File: src/mconv_pkg.sv
// Shared types, constants and helpers of the multichannel convolution unit.
package mconv_pkg;

   // Fixed field widths of the request and result words
   localparam int DATA_BITS     = 16;
   localparam int SUM_BITS      = 40;
   localparam int PROD_BITS     = 2 * DATA_BITS;
   localparam int CSR_IDX_BITS  = 3;
   localparam int CSR_DATA_BITS = 5;

   // Default sizes of the channel, kernel and image stores
   localparam int MAX_IN_CH_DEF  = 4;
   localparam int MAX_OUT_CH_DEF = 4;
   localparam int MAX_KERNEL_DEF = 3;
   localparam int MAX_IMAGE_DEF  = 16;

   // Widths that cover every parameter value in range
   localparam int CH_CNT_BITS  = 5;   // channel counts up to 16
   localparam int CH_IDX_BITS  = 4;   // channel index up to 15
   localparam int K_CNT_BITS   = 3;   // kernel size up to 7
   localparam int IMG_CNT_BITS = 9;   // image size up to 256
   localparam int POS_BITS     = 8;   // image position up to 255

   // Operation codes
   localparam logic OP_WEIGHT = 1'b0;
   localparam logic OP_PIXEL  = 1'b1;

   // Configuration register indexes
   localparam logic [CSR_IDX_BITS-1:0] CSR_IN_CHANNELS  = 3'd0;
   localparam logic [CSR_IDX_BITS-1:0] CSR_OUT_CHANNELS = 3'd1;
   localparam logic [CSR_IDX_BITS-1:0] CSR_KERNEL_ROWS  = 3'd2;
   localparam logic [CSR_IDX_BITS-1:0] CSR_KERNEL_COLS  = 3'd3;
   localparam logic [CSR_IDX_BITS-1:0] CSR_IMAGE_ROWS   = 3'd4;
   localparam logic [CSR_IDX_BITS-1:0] CSR_IMAGE_COLS   = 3'd5;

   typedef struct packed {
      logic                        operation;
      logic [1:0]                  weight_out_channel;
      logic [1:0]                  weight_in_channel;
      logic [1:0]                  weight_row;
      logic [1:0]                  weight_col;
      logic signed [DATA_BITS-1:0] value;
   } req_word_type;

   typedef struct packed {
      logic [1:0]                 out_channel;
      logic [3:0]                 out_row;
      logic [3:0]                 out_col;
      logic signed [SUM_BITS-1:0] sum;
      logic                       last;
   } rsp_word_type;

   // Clamped geometry seen by the controller
   typedef struct packed {
      logic [CH_CNT_BITS-1:0]  in_ch;
      logic [CH_CNT_BITS-1:0]  out_ch;
      logic [K_CNT_BITS-1:0]   kern_r;
      logic [K_CNT_BITS-1:0]   kern_c;
      logic [IMG_CNT_BITS-1:0] img_r;
      logic [IMG_CNT_BITS-1:0] img_c;
   } mconv_cfg_type;

   // Commands from controller to datapath
   typedef struct packed {
      logic                   weight_we;
      logic                   tap_go;
      logic                   fresh;
      logic [CH_IDX_BITS-1:0] chan;
      logic [K_CNT_BITS-1:0]  tap_m;
      logic [K_CNT_BITS-1:0]  tap_n;
      logic [POS_BITS-1:0]    pos_r;
      logic [POS_BITS-1:0]    pos_c;
      logic                   res_read;
      logic                   res_load;
      logic [CH_IDX_BITS-1:0] res_o;
      logic                   res_last;
   } mconv_cmd_type;

   function automatic int addr_bits(input int depth);
      return (depth > 1) ? $clog2(depth) : 1;
   endfunction

   function automatic int clamp_count(input int v, input int hi);
      if (v < 1) return 1;
      if (v > hi) return hi;
      return v;
   endfunction

endpackage

File: src/mconv_ctrl.sv
// Controller: pixel position counters, tap sequencing and result emission.
module mconv_ctrl (
   input  logic                    clock,
   input  logic                    reset,
   input  logic                    req_valid,
   input  mconv_pkg::req_word_type req_word,
   output logic                    req_stall,
   input  mconv_pkg::mconv_cfg_type cfg,
   input  logic                    out_free,
   output mconv_pkg::mconv_cmd_type cmd
);
   import mconv_pkg::*;

   localparam int WB = IMG_CNT_BITS + 1;

   typedef enum logic [2:0] {
      ST_IDLE, ST_TAP, ST_DRAIN1, ST_DRAIN2, ST_READ, ST_EMIT
   } state_type;

   state_type               state_ff, state_in;
   logic [CH_IDX_BITS-1:0]  chan_ff, chan_in;
   logic [POS_BITS-1:0]     row_ff, row_in;
   logic [POS_BITS-1:0]     col_ff, col_in;
   logic [CH_IDX_BITS-1:0]  pix_c_ff, pix_c_in;
   logic [POS_BITS-1:0]     pix_r_ff, pix_r_in;
   logic [POS_BITS-1:0]     pix_q_ff, pix_q_in;
   logic [K_CNT_BITS-1:0]   tap_m_ff, tap_m_in;
   logic [K_CNT_BITS-1:0]   tap_n_ff, tap_n_in;
   logic [CH_IDX_BITS-1:0]  res_o_ff, res_o_in;

   logic          accept;
   logic          grid_ok;
   logic [WB-1:0] orows, ocols;
   logic [WB-1:0] r_w, q_w, m_w, n_w, tr, tc, wr, wc;
   logic          tap_ok, win_ok, tap_end, emit_end;

   // Output grid size
   always_comb begin
      grid_ok = (cfg.img_r >= IMG_CNT_BITS'(cfg.kern_r))
             && (cfg.img_c >= IMG_CNT_BITS'(cfg.kern_c));
      orows   = WB'(cfg.img_r) - WB'(cfg.kern_r) + WB'(1);
      ocols   = WB'(cfg.img_c) - WB'(cfg.kern_c) + WB'(1);
   end

   // Tap target and window checks for the pixel in flight
   always_comb begin
      r_w    = WB'(pix_r_ff);
      q_w    = WB'(pix_q_ff);
      m_w    = WB'(tap_m_ff);
      n_w    = WB'(tap_n_ff);
      tr     = r_w - m_w;
      tc     = q_w - n_w;
      tap_ok = (r_w >= m_w) && (q_w >= n_w) && (tr < orows) && (tc < ocols);
      wr     = r_w + WB'(1) - WB'(cfg.kern_r);
      wc     = q_w + WB'(1) - WB'(cfg.kern_c);
      win_ok = (CH_CNT_BITS'(pix_c_ff) + CH_CNT_BITS'(1) == cfg.in_ch)
            && (r_w + WB'(1) >= WB'(cfg.kern_r))
            && (q_w + WB'(1) >= WB'(cfg.kern_c))
            && (wr < orows) && (wc < ocols);
      tap_end  = (K_CNT_BITS'(tap_n_ff + 1'b1) == cfg.kern_c)
              && (K_CNT_BITS'(tap_m_ff + 1'b1) == cfg.kern_r);
      emit_end = (CH_CNT_BITS'(res_o_ff) + CH_CNT_BITS'(1) == cfg.out_ch);
   end

   assign req_stall = (state_ff != ST_IDLE);
   assign accept    = req_valid && !req_stall;

   // Commands
   always_comb begin
      cmd           = '0;
      cmd.weight_we = accept && (req_word.operation == OP_WEIGHT);
      cmd.chan      = pix_c_ff;
      cmd.tap_m     = tap_m_ff;
      cmd.tap_n     = tap_n_ff;
      cmd.res_o     = res_o_ff;
      cmd.res_last  = emit_end;
      if (state_ff == ST_TAP) begin
         cmd.tap_go = tap_ok;
         cmd.fresh  = (pix_c_ff == '0) && (tap_m_ff == '0) && (tap_n_ff == '0);
         cmd.pos_r  = POS_BITS'(tr);
         cmd.pos_c  = POS_BITS'(tc);
      end else begin
         cmd.pos_r  = POS_BITS'(wr);
         cmd.pos_c  = POS_BITS'(wc);
      end
      cmd.res_read = (state_ff == ST_READ);
      cmd.res_load = (state_ff == ST_EMIT) && out_free;
   end

   // Next state and counters
   always_comb begin
      state_in = state_ff;
      chan_in  = chan_ff;
      row_in   = row_ff;
      col_in   = col_ff;
      pix_c_in = pix_c_ff;
      pix_r_in = pix_r_ff;
      pix_q_in = pix_q_ff;
      tap_m_in = tap_m_ff;
      tap_n_in = tap_n_ff;
      res_o_in = res_o_ff;
      unique case (state_ff)
         ST_IDLE: begin
            if (accept && (req_word.operation == OP_PIXEL)) begin
               pix_c_in = chan_ff;
               pix_r_in = row_ff;
               pix_q_in = col_ff;
               tap_m_in = '0;
               tap_n_in = '0;
               res_o_in = '0;
               if (grid_ok) begin
                  state_in = ST_TAP;
               end
               // advance the pixel position, wrap at the bounds
               if (IMG_CNT_BITS'(col_ff) + IMG_CNT_BITS'(1) >= cfg.img_c) begin
                  col_in = '0;
                  if (IMG_CNT_BITS'(row_ff) + IMG_CNT_BITS'(1) >= cfg.img_r) begin
                     row_in = '0;
                     if (CH_CNT_BITS'(chan_ff) + CH_CNT_BITS'(1) >= cfg.in_ch) begin
                        chan_in = '0;
                     end else begin
                        chan_in = chan_ff + 1'b1;
                     end
                  end else begin
                     row_in = row_ff + 1'b1;
                  end
               end else begin
                  col_in = col_ff + 1'b1;
               end
            end
         end
         ST_TAP: begin
            if (tap_end) begin
               state_in = ST_DRAIN1;
            end else if (K_CNT_BITS'(tap_n_ff + 1'b1) == cfg.kern_c) begin
               tap_n_in = '0;
               tap_m_in = tap_m_ff + 1'b1;
            end else begin
               tap_n_in = tap_n_ff + 1'b1;
            end
         end
         ST_DRAIN1: state_in = ST_DRAIN2;
         ST_DRAIN2: state_in = win_ok ? ST_READ : ST_IDLE;
         ST_READ:   state_in = ST_EMIT;
         ST_EMIT: begin
            if (out_free) begin
               if (emit_end) begin
                  state_in = ST_IDLE;
               end else begin
                  res_o_in = res_o_ff + 1'b1;
               end
            end
         end
         default: state_in = ST_IDLE;
      endcase
   end

   // Hold state and counters
   always_ff @(posedge clock) begin
      if (reset) begin
         state_ff <= ST_IDLE;
         chan_ff  <= '0;
         row_ff   <= '0;
         col_ff   <= '0;
      end else begin
         state_ff <= state_in;
         chan_ff  <= chan_in;
         row_ff   <= row_in;
         col_ff   <= col_in;
      end
      pix_c_ff <= pix_c_in;
      pix_r_ff <= pix_r_in;
      pix_q_ff <= pix_q_in;
      tap_m_ff <= tap_m_in;
      tap_n_ff <= tap_n_in;
      res_o_ff <= res_o_in;
   end
endmodule

File: config.mk
export PLATFORM = sky130hd
export DESIGN_NAME = mconv_ctrl
export DESIGN_NICKNAME = d
export VERILOG_FILES = /design/src/mconv_pkg.sv /design/src/mconv_ctrl.sv
export SDC_FILE = /design/constraint.sdc
export NUM_CORES = 1
export LEC_CHECK = 0
export BUFFER_PORTS_ARGS = -buffer_cell sky130_fd_sc_hd__buf_2
export CAP_MARGIN = 40
export CORE_ASPECT_RATIO = 1.75
export CORE_UTILIZATION = 51
export CTS_CLUSTER_SIZE = 8
export DETAILED_ROUTE_END_ITERATION = 12
export GPL_TIMING_DRIVEN = 0
export PLACE_DENSITY = 0.73
export SKIP_CTS_REPAIR_TIMING = 1
export SYNTH_ARGS = -nofsm -noshare
export SYNTH_HDL_FRONTEND = slang
export SYNTH_SLANG_ARGS = --single-unit
File: constraint.sdc
create_clock -name clock -period 4.77 [get_ports clock]
set_input_delay 0.7155 -clock clock [delete_from_list [all_inputs] [get_ports clock]]
set_output_delay 0.7155 -clock clock [all_outputs]
set_load 0.01 [all_outputs]
== Word-level counts from Yosys, hierarchy flattened ==
Index checks and enable logic that the tools add are counted.
Cells by class
  add/subtract/negate cells: 21
  order comparisons: 13
  equal/unequal tests: 17
  mux-type cells: 23
  bitwise logic cells: 1
  reduce and logical (&&, ||, !) cells: 30
Operators by type and width (number)
  < comparator 10 bit: 4
  adder 8 x 1 -> 9 bit (second input constant): 4
  >= comparator 9 x 3 -> 1 bit: 4
  two-way mux 3 bit: 11
  adder 10 x 1 -> 10 bit (second input constant): 2
  subtractor 10 x 3 -> 10 bit: 2
  subtractor 9 x 3 -> 10 bit: 2
  >= comparator 9 bit: 2
  one-hot mux 3 bit (6 select lines): 1
  subtractor 8 x 3 -> 9 bit: 2
  adder 8 x 1 -> 8 bit (second input constant): 2
  >= comparator 8 x 3 -> 1 bit: 2
  two-way mux 16 bit: 1
  two-way mux 4 bit: 4
  two-way mux 8 bit: 2
  inequality test 2 bit (second input constant): 8
  adder 4 x 1 -> 5 bit (second input constant): 3
  logical AND 1 bit: 15
  one-hot mux 3 bit (2 select lines): 2
  AND reduction 4 bit: 3
  equality test 5 bit: 2
  logical NOT 3 bit: 3
  adder 4 x 1 -> 4 bit (second input constant): 2
  one-hot mux 4 bit (2 select lines): 1
  15 further kinds: 21
Word-level totals
  bits in registers: 53
  input bits: 63
  output and inout bits: 37

== Longest topological paths before layout ==
Gate-level depths: netlist of the first run.
  word-level depth: 8
  mapped depth: 19
  depth with buffers taken out: 19

== Worst setup path after synthesis of the first run ==
OpenSTA, ideal clock, no wires.
  kind: input port to output port
  start point: in cfg[1] (netlist name)
  end point: out cmd[34] (netlist name)
  arrival: 3626 ps
  required time: 4055 ps
  path slack: 428 ps
  stages on the path: 16
  path buffers: 0
  cell sequence: inv_1 ha_1 inv_1 ha_1 fa_1 a21oi_1 o21bai_1 a21oi_1 o21bai_1 a21oi_1 o21bai_1 xnor2_1 ha_1 a2111oi_0 o211ai_1 nor4_1
RTL lines
  start: declaration: line mconv_ctrl.sv:8  | input mconv_pkg::mconv_cfg_type cfg,
  end: declaration: line mconv_ctrl.sv:10  | output mconv_pkg::mconv_cmd_type cmd

==> metrics.md, run 1 <==
| Metric | Value |
|---|---|
| Standard-cell rows | `53` |
| DR vias | `5616` |
| Mapped Avg Cell Area | `8.72 um2` |
| First-pass GRT wire length | `25800 um` |
| DP Wirelength | `14100 um` |
| DRC violations left | `0` |
| CP max stage cell | `fa_2` |
| Finished Layout Cells | `985` |
| Vias in the first global route | `5484` |
| Minimum clock period | `4.83 ns` |
| Post-synthesis instance total | `730` |
| GPL Wtd Cong | `0.980` |
| CP Capture Type | `output port` |
| Achievable Freq | `0.207 GHz` |
| Die ar. | `13000 um2` |
| Least-Margin Pin Slew | `0.688 ns` |
| Distinct cells, synth | `69` |
| Syn. warnings | `0` |
| CP peak stage delay | `0.42 ns` |
| Nets | `1011` |
| Critical Path Fanout Max | `3` |
| RSZ-0062 raised after global routing | `yes` |
| Worst setup SP type | `primary input` |
| Pins over their slew limit | `0` |
| WL per Instance | `17.2 um` |
| Synth top area cells | `ha_1 (24%), edfxtp_1 (14%), dfxtp_1 (7.2%), xnor2_1 (6.9%), xor2_1 (4.5%)` |
| Period utilization | `101%` |
| Overall Power | `0.00167 W` |
| DR vias/cell | `5.70` |
| #FFs+latches synth | `53` |
| Top FF cell, synth | `edfxtp_1` |
| Fin. Hold Viols | `0` |
| N_diodes | `0` |
| Post-layout util | `60.5%` |
| TritonCTS buffer count | `5` |
| CTS HTree Levels | `2` |
| Hold crit path type | `flop to flop` |
| Die W | `86.5 um` |
| GRT Total Usage | `25.9%` |
| Async S/R FF share, synth | `0%` |
| I/O pins | `100` |
| VDD IR max | `0.168 mV` |
| Clk_skew | `0.00359 ns` |
| Worst Path Required | `4.05 ns` |
| Placed insts | `970` |
| Synth area leader | `ha_1` |
| Area share of the largest cell type after synthesis | `24.2%` |
| DRT Pass-1 Iters | `5` |
| Fill cells | `1105` |
| CTS root buf | `clkbuf_16` |
| Largest net degree at the start of global routing | `27` |
| Power Dens Cells | `229 nW/um2` |
| Leak | `3.47 nW` |
| Layout area overhead | `14.6%` |
| Setup Viol. Count Final | `1` |
| Post-synth EDFFs | `30` |
| Iteration-0 DRC Markers | `193` |
| GRT Residual Overflow | `0` |
| Clock Sinks | `53` |
| Crit path kind | `primary input to output port` |
| Syn_nets | `922` |
| Core Box Area | `12100 um2` |
| Sequential cell area | `1360 um2` |
| Multi-input gate area | `4770 um2` |
| CP arrival | `4.11 ns` |
| Worst-path clk slew | `0.07 ns` |
| Clock Tree Buf Depth | `2` |
| Max-Cap Viols | `0` |
| Status | `finished, violations left` |
| Seq/Total Area, Yosys | `21.4%` |
| Final worst-path setup slack | `-0.0552 ns` |
| CTS tree | `yes` |
| DRT Wirelength | `17000 um` |
| Initial antenna violation count | `0` |
| CP cell instances | `buf_8 -> inv_4 -> ha_4 -> inv_4 -> ha_4 -> fa_2 -> a21oi_2 -> o21bai_1 -> a21oi_1 -> o21bai_1 -> a21oi_1 -> o21bai_1 -> xnor2_2 -> ha_4 -> a2111oi_4 -> o211ai_1 -> nor4_2 -> buf_2` |
| Die Ht | `150 um` |
| Post-Syn Area | `6370 um2` |
| Max transition margin | `54.1%` |
| Clk Latency, worst-skew pair | `0.30 ns` |
| Failing checks | `setup timing` |
| Post-route ant nets | `0` |
| Number of port buffers | `75` |
| Share of layout cells above drive strength 1 | `16.7%` |
| Starting density of the core | `52.8%` |
cell families (layout without fill, tap and decap cells):
logic type | Yosys count | count (layout) | share of synthesized area (%)
AND/OR/NAND/NOR | 217 | 217 | 17.3
flip-flops | 53 | 53 | 21.4
XOR/XNOR | 85 | 85 | 12.0
buffers and inverters | 88 | 178 | 5.54
AO/OA/AOI/OAI | 142 | 142 | 15.0
adder cells (fa/ha/maj) | 129 | 129 | 26.1
multiplexers | 16 | 16 | 2.69
layout make-up:
cell class	instances	area share [%]
Timing Repair Buffer	82	6.20
Sequential cell	53	18.6
Inverter	71	3.74
Buffer	17	1.17
Clock inverter	3	0.326
Tap cell	165	2.83
Clock buffer	5	1.71
Multi-Input combinational cell	589	65.4
layer usage:
metal / up-vias / GRT usage (%) / share of wire [%]
li1: 2773 / - / -
met1: 2628 / 27.3 / 38
met2: 173 / 50.0 / 54
met3: 42 / 2.59 / 4.0
met4: 0 / 12.3 / 4.2
met5: - / 0 / 0
report_power, final:
group	total, W	internal, W	switching, W	leakage [nW]
logic	0.000758	0.000323	0.000434	2.91
registers	0.000533	0.000504	0.0000291	0.481
clock network	0.000383	0.000199	0.000184	0.0751
total	0.00167	0.00103	0.000647	3.47
flip-flops by register name (all words and copies together) (netlist names):
| name | cells |
|---|---|
| pix_r_ff | 8 |
| state_ff | 3 |
| chan_ff | 4 |
| pix_q_ff | 8 |
| res_o_ff | 4 |
| col_ff | 8 |
| row_ff | 8 |
| tap_m_ff | 3 |
| pix_c_ff | 4 |
| tap_n_ff | 3 |
per-stage QoR:
step	instance area, um2	hold WS [ns]	TNS [ns]	setup WS (ns)
finish	7300	0.508	-0.0552	-0.0552
global route	7300	0.516	-0.221	-0.221
CTS	7100	0.502	-0.343	-0.343
detailed placement	6950	0.490	-0.316	-0.316
global placement	6950	0.469	-0.247	-0.247
floorplan	6370	0.457	0	0.428
synth_stat cells, types with 3 or more instances:
cell type and n:
a22o_1 4, nand4_1 9, ha_1 123, mux2_2 9, and3_1 8, buf_2 4
a31oi_1 4, o31ai_1 7, nor2b_1 7, nand3_1 24, o211ai_1 4, nand3b_1 3
o21a_1 5, a2111oi_0 3, mux2i_1 7, o22ai_1 3, fa_1 6, o21ai_0 23
nand2b_1 9, or3_1 6, a211oi_1 6, o21bai_1 8, nor3_1 6, and3b_1 3
nor3b_1 4, inv_1 70, a21o_1 12, nand2_1 66, dfxtp_1 23, xor2_1 33
a21oi_1 38, a21boi_0 4, xnor2_1 50, nor2_1 50, and2_1 5, clkbuf_1 9
edfxtp_1 30, o2111ai_1 3, nor4_1 5
worst max-delay path, delay by kind of cell:
kind	cells	cell delay (ns)
AOI/OAI and AO/OA	8	1.35
xor gates and xnor gates	1	0.29
adders and majority gates	4	1.11
buffers and inverters	4	0.33
and+or+nand+nor	1	0.31
cells in the final DEF (no fill, tap or decap), drive strengths merged, types with 5 or more instances in the layout:
cell type	n
ha	123
buf	89
inv	73
nand2	66
xnor2	51
nor2	50
a21oi	38
xor2	33
edfxtp	30
nand3	26
o21ai	23
dfxtp	23
clkbuf	15
a21o	12
mux2	9
nand2b	9
nand4	9
and3	8
o21bai	8
nor3	8
nor2b	7
mux2i	7
o31ai	7
a211oi	6
or3	6
and2	6
fa	6
nor4	6
o21a	5
final timing paths:
path | from | to | slack (ns) | depth (start not counted)
setup reg to reg | pix_q_ff[1]$_DFFE_PP_ | state_ff[2]$_SDFFE_PP0P_ | 0.94 | 16
setup / recovery | cfg[1] | cmd[34] | -0.06 | 18
hold reg to reg | chan_ff[1]$_SDFFE_PP0P_ | chan_ff[1]$_SDFFE_PP0P_ | 0.51 | 2
hold / removal | chan_ff[1]$_SDFFE_PP0P_ | chan_ff[1]$_SDFFE_PP0P_ | 0.51 | 2
No activity file was read; power rests on OpenSTA's default activity.
==> inputs of run 2 (changes only) <==
CORE_ASPECT_RATIO = default   (was 1.75)
==> metrics.md, run 2 (synthesis gave the netlist of run 1 again) <==
| Metric | Value |
|---|---|
| Leak | `3.47 nW` |
| Max-Cap Viols | `0` |
| Crit path kind | `primary input to output port` |
| Core Box Area | `12100 um2` |
| CP arrival | `4.13 ns` |
| CP Capture Type | `output port` |
| Worst Path Required | `4.05 ns` |
| Finished Cell Area | `7320 um2` |
| Worst setup path startpoint | `cfg[1]` |
| RSZ-0062 raised after global routing | `yes` |
| Sequential cell area | `1360 um2` |
| Critical Path Fanout Max | `3` |
| Hold Crit Start | `chan_ff[3]$_SDFFE_PP0P_` |
| Clk_skew | `0.00904 ns` |
| GRT Total Usage | `25.0%` |
| Fill cells | `1133` |
| DR vias | `5599` |
| Pre-CTS WS | `-0.532 ns` |
| N_diodes | `0` |
| Period utilization | `101%` |
| Status | `finished, violations left` |
| Number of port buffers | `75` |
| Share of layout cells above drive strength 1 | `17.1%` |
| DRT Wirelength | `16100 um` |
| Least-Margin Pin Slew | `0.729 ns` |
| CTS tree | `yes` |
| DRT Pass-1 Iters | `4` |
| Minimum clock period | `4.84 ns` |
| Vias in the first global route | `5394` |
| Placed insts | `974` |
| Max transition margin | `51.4%` |
| Iteration-0 DRC Markers | `265` |
| Finished Layout Cells | `989` |
| GRT Residual Overflow | `0` |
| Largest net degree at the start of global routing | `27` |
| Commonest non-fill, non-tap cell in the layout | `ha_1` |
| Setup Viol. Count Final | `1` |
| First-pass GRT wire length | `25600 um` |
| Die W | `114 um` |
| Overall Power | `0.00167 W` |
| CTS root buf | `clkbuf_16` |
| Clock Tree Buf Depth | `2` |
| Starting density of the core | `52.6%` |
| Die Ht | `114 um` |
| Power Dens Cells | `228 nW/um2` |
| Commonest non-fill, non-tap cells in the layout | `ha_1 (117), buf_2 (77), inv_1 (68)` |
| GPL Wtd Cong | `0.975` |
| Post-layout util | `60.5%` |
| Fin. Hold Viols | `0` |
| DRC violations left | `0` |
| Post-route ant nets | `0` |
| Worst setup SP type | `primary input` |
| Final worst-path setup slack | `-0.0706 ns` |
| CTS HTree Levels | `2` |
| Layout area overhead | `15.0%` |
| Nets | `1012` |
| Failing checks | `setup timing` |
| Clk Latency, worst-skew pair | `0.29 ns` |
| I/O pins | `100` |
| Clock Sinks | `53` |
| TritonCTS buffer count | `5` |
| Hold crit path type | `flop to flop` |
| WL per Instance | `16.3 um` |
| Worst-path clk slew | `0.07 ns` |
| Achievable Freq | `0.207 GHz` |
| Pins over their slew limit | `0` |
| Die ar. | `12900 um2` |
| Standard-cell rows | `40` |
| Multi-input gate area | `4780 um2` |
| Reg2reg start | `pix_q_ff[1]$_DFFE_PP_` |
| DR vias/cell | `5.66` |
| Initial antenna violation count | `0` |
| DP Wirelength | `13400 um` |
| VDD IR max | `0.156 mV` |
| Placed cell areas | `6960 um2` |
## run 2: worst paths after layout
check	cells past startpoint	slack (ns)	endpoint
worst max-delay path	18	-0.07	cmd[34]
worst min-delay path	2	0.50	chan_ff[3]$_SDFFE_PP0P_
worst max register to register	16	1.11	state_ff[2]$_SDFFE_PP0P_
worst min register to register	2	0.50	chan_ff[3]$_SDFFE_PP0P_
## run 2: critical path: stages
cell	delay, ns
buf_8	0.09
inv_8	0.03
ha_4	0.27
inv_4	0.04
ha_4	0.16
fa_2	0.41
a21oi_2	0.16
o21bai_2	0.10
a21oi_2	0.14
o21bai_1	0.12
a21oi_1	0.14
o21bai_1	0.12
xnor2_2	0.27
ha_4	0.25
a2111oi_4	0.35
o211ai_1	0.20
nor4_2	0.36
buf_2	0.20
## run 2: metal layers
layer | vias up | global-route usage, % | part of all wire (%)
met3 | 28 | 3.13 | 5.4
met4 | 0 | 8.16 | 2.5
li1 | 2769 | - | -
met5 | - | 0 | 0
met2 | 189 | 42.0 | 46
met1 | 2613 | 33.4 | 46
## run 2: report_power, final
part	switching, W	leakage, nW	internal (W)	total, W
Combinational	0.000433	2.91	0.000325	0.000758
Clock	0.000166	0.0778	0.000211	0.000377
Sequential	0.0000282	0.481	0.000504	0.000533
Total	0.000627	3.47	0.00104	0.00167
## run 2: per-stage QoR
stage | setup TNS, ns | hold slack, ns
3_5_place_dp | -0.532 | 0.489
6_report | -0.0706 | 0.502
3_3_place_gp | -0.585 | 0.471
4_1_cts | -0.549 | 0.505
5_1_grt | -0.195 | 0.535
2_1_floorplan | 0 | 0.457
## run 2: final cells by class
class / count / area share, %
plain buffers: 17 / 1.16
clock buffers: 6 / 1.90
clock inverters: 2 / 0.205
inverters: 71 / 3.79
multi-input cells: 589 / 65.3
flip-flops and latches: 53 / 18.6
well taps: 168 / 2.87
repair buffers: 83 / 6.17
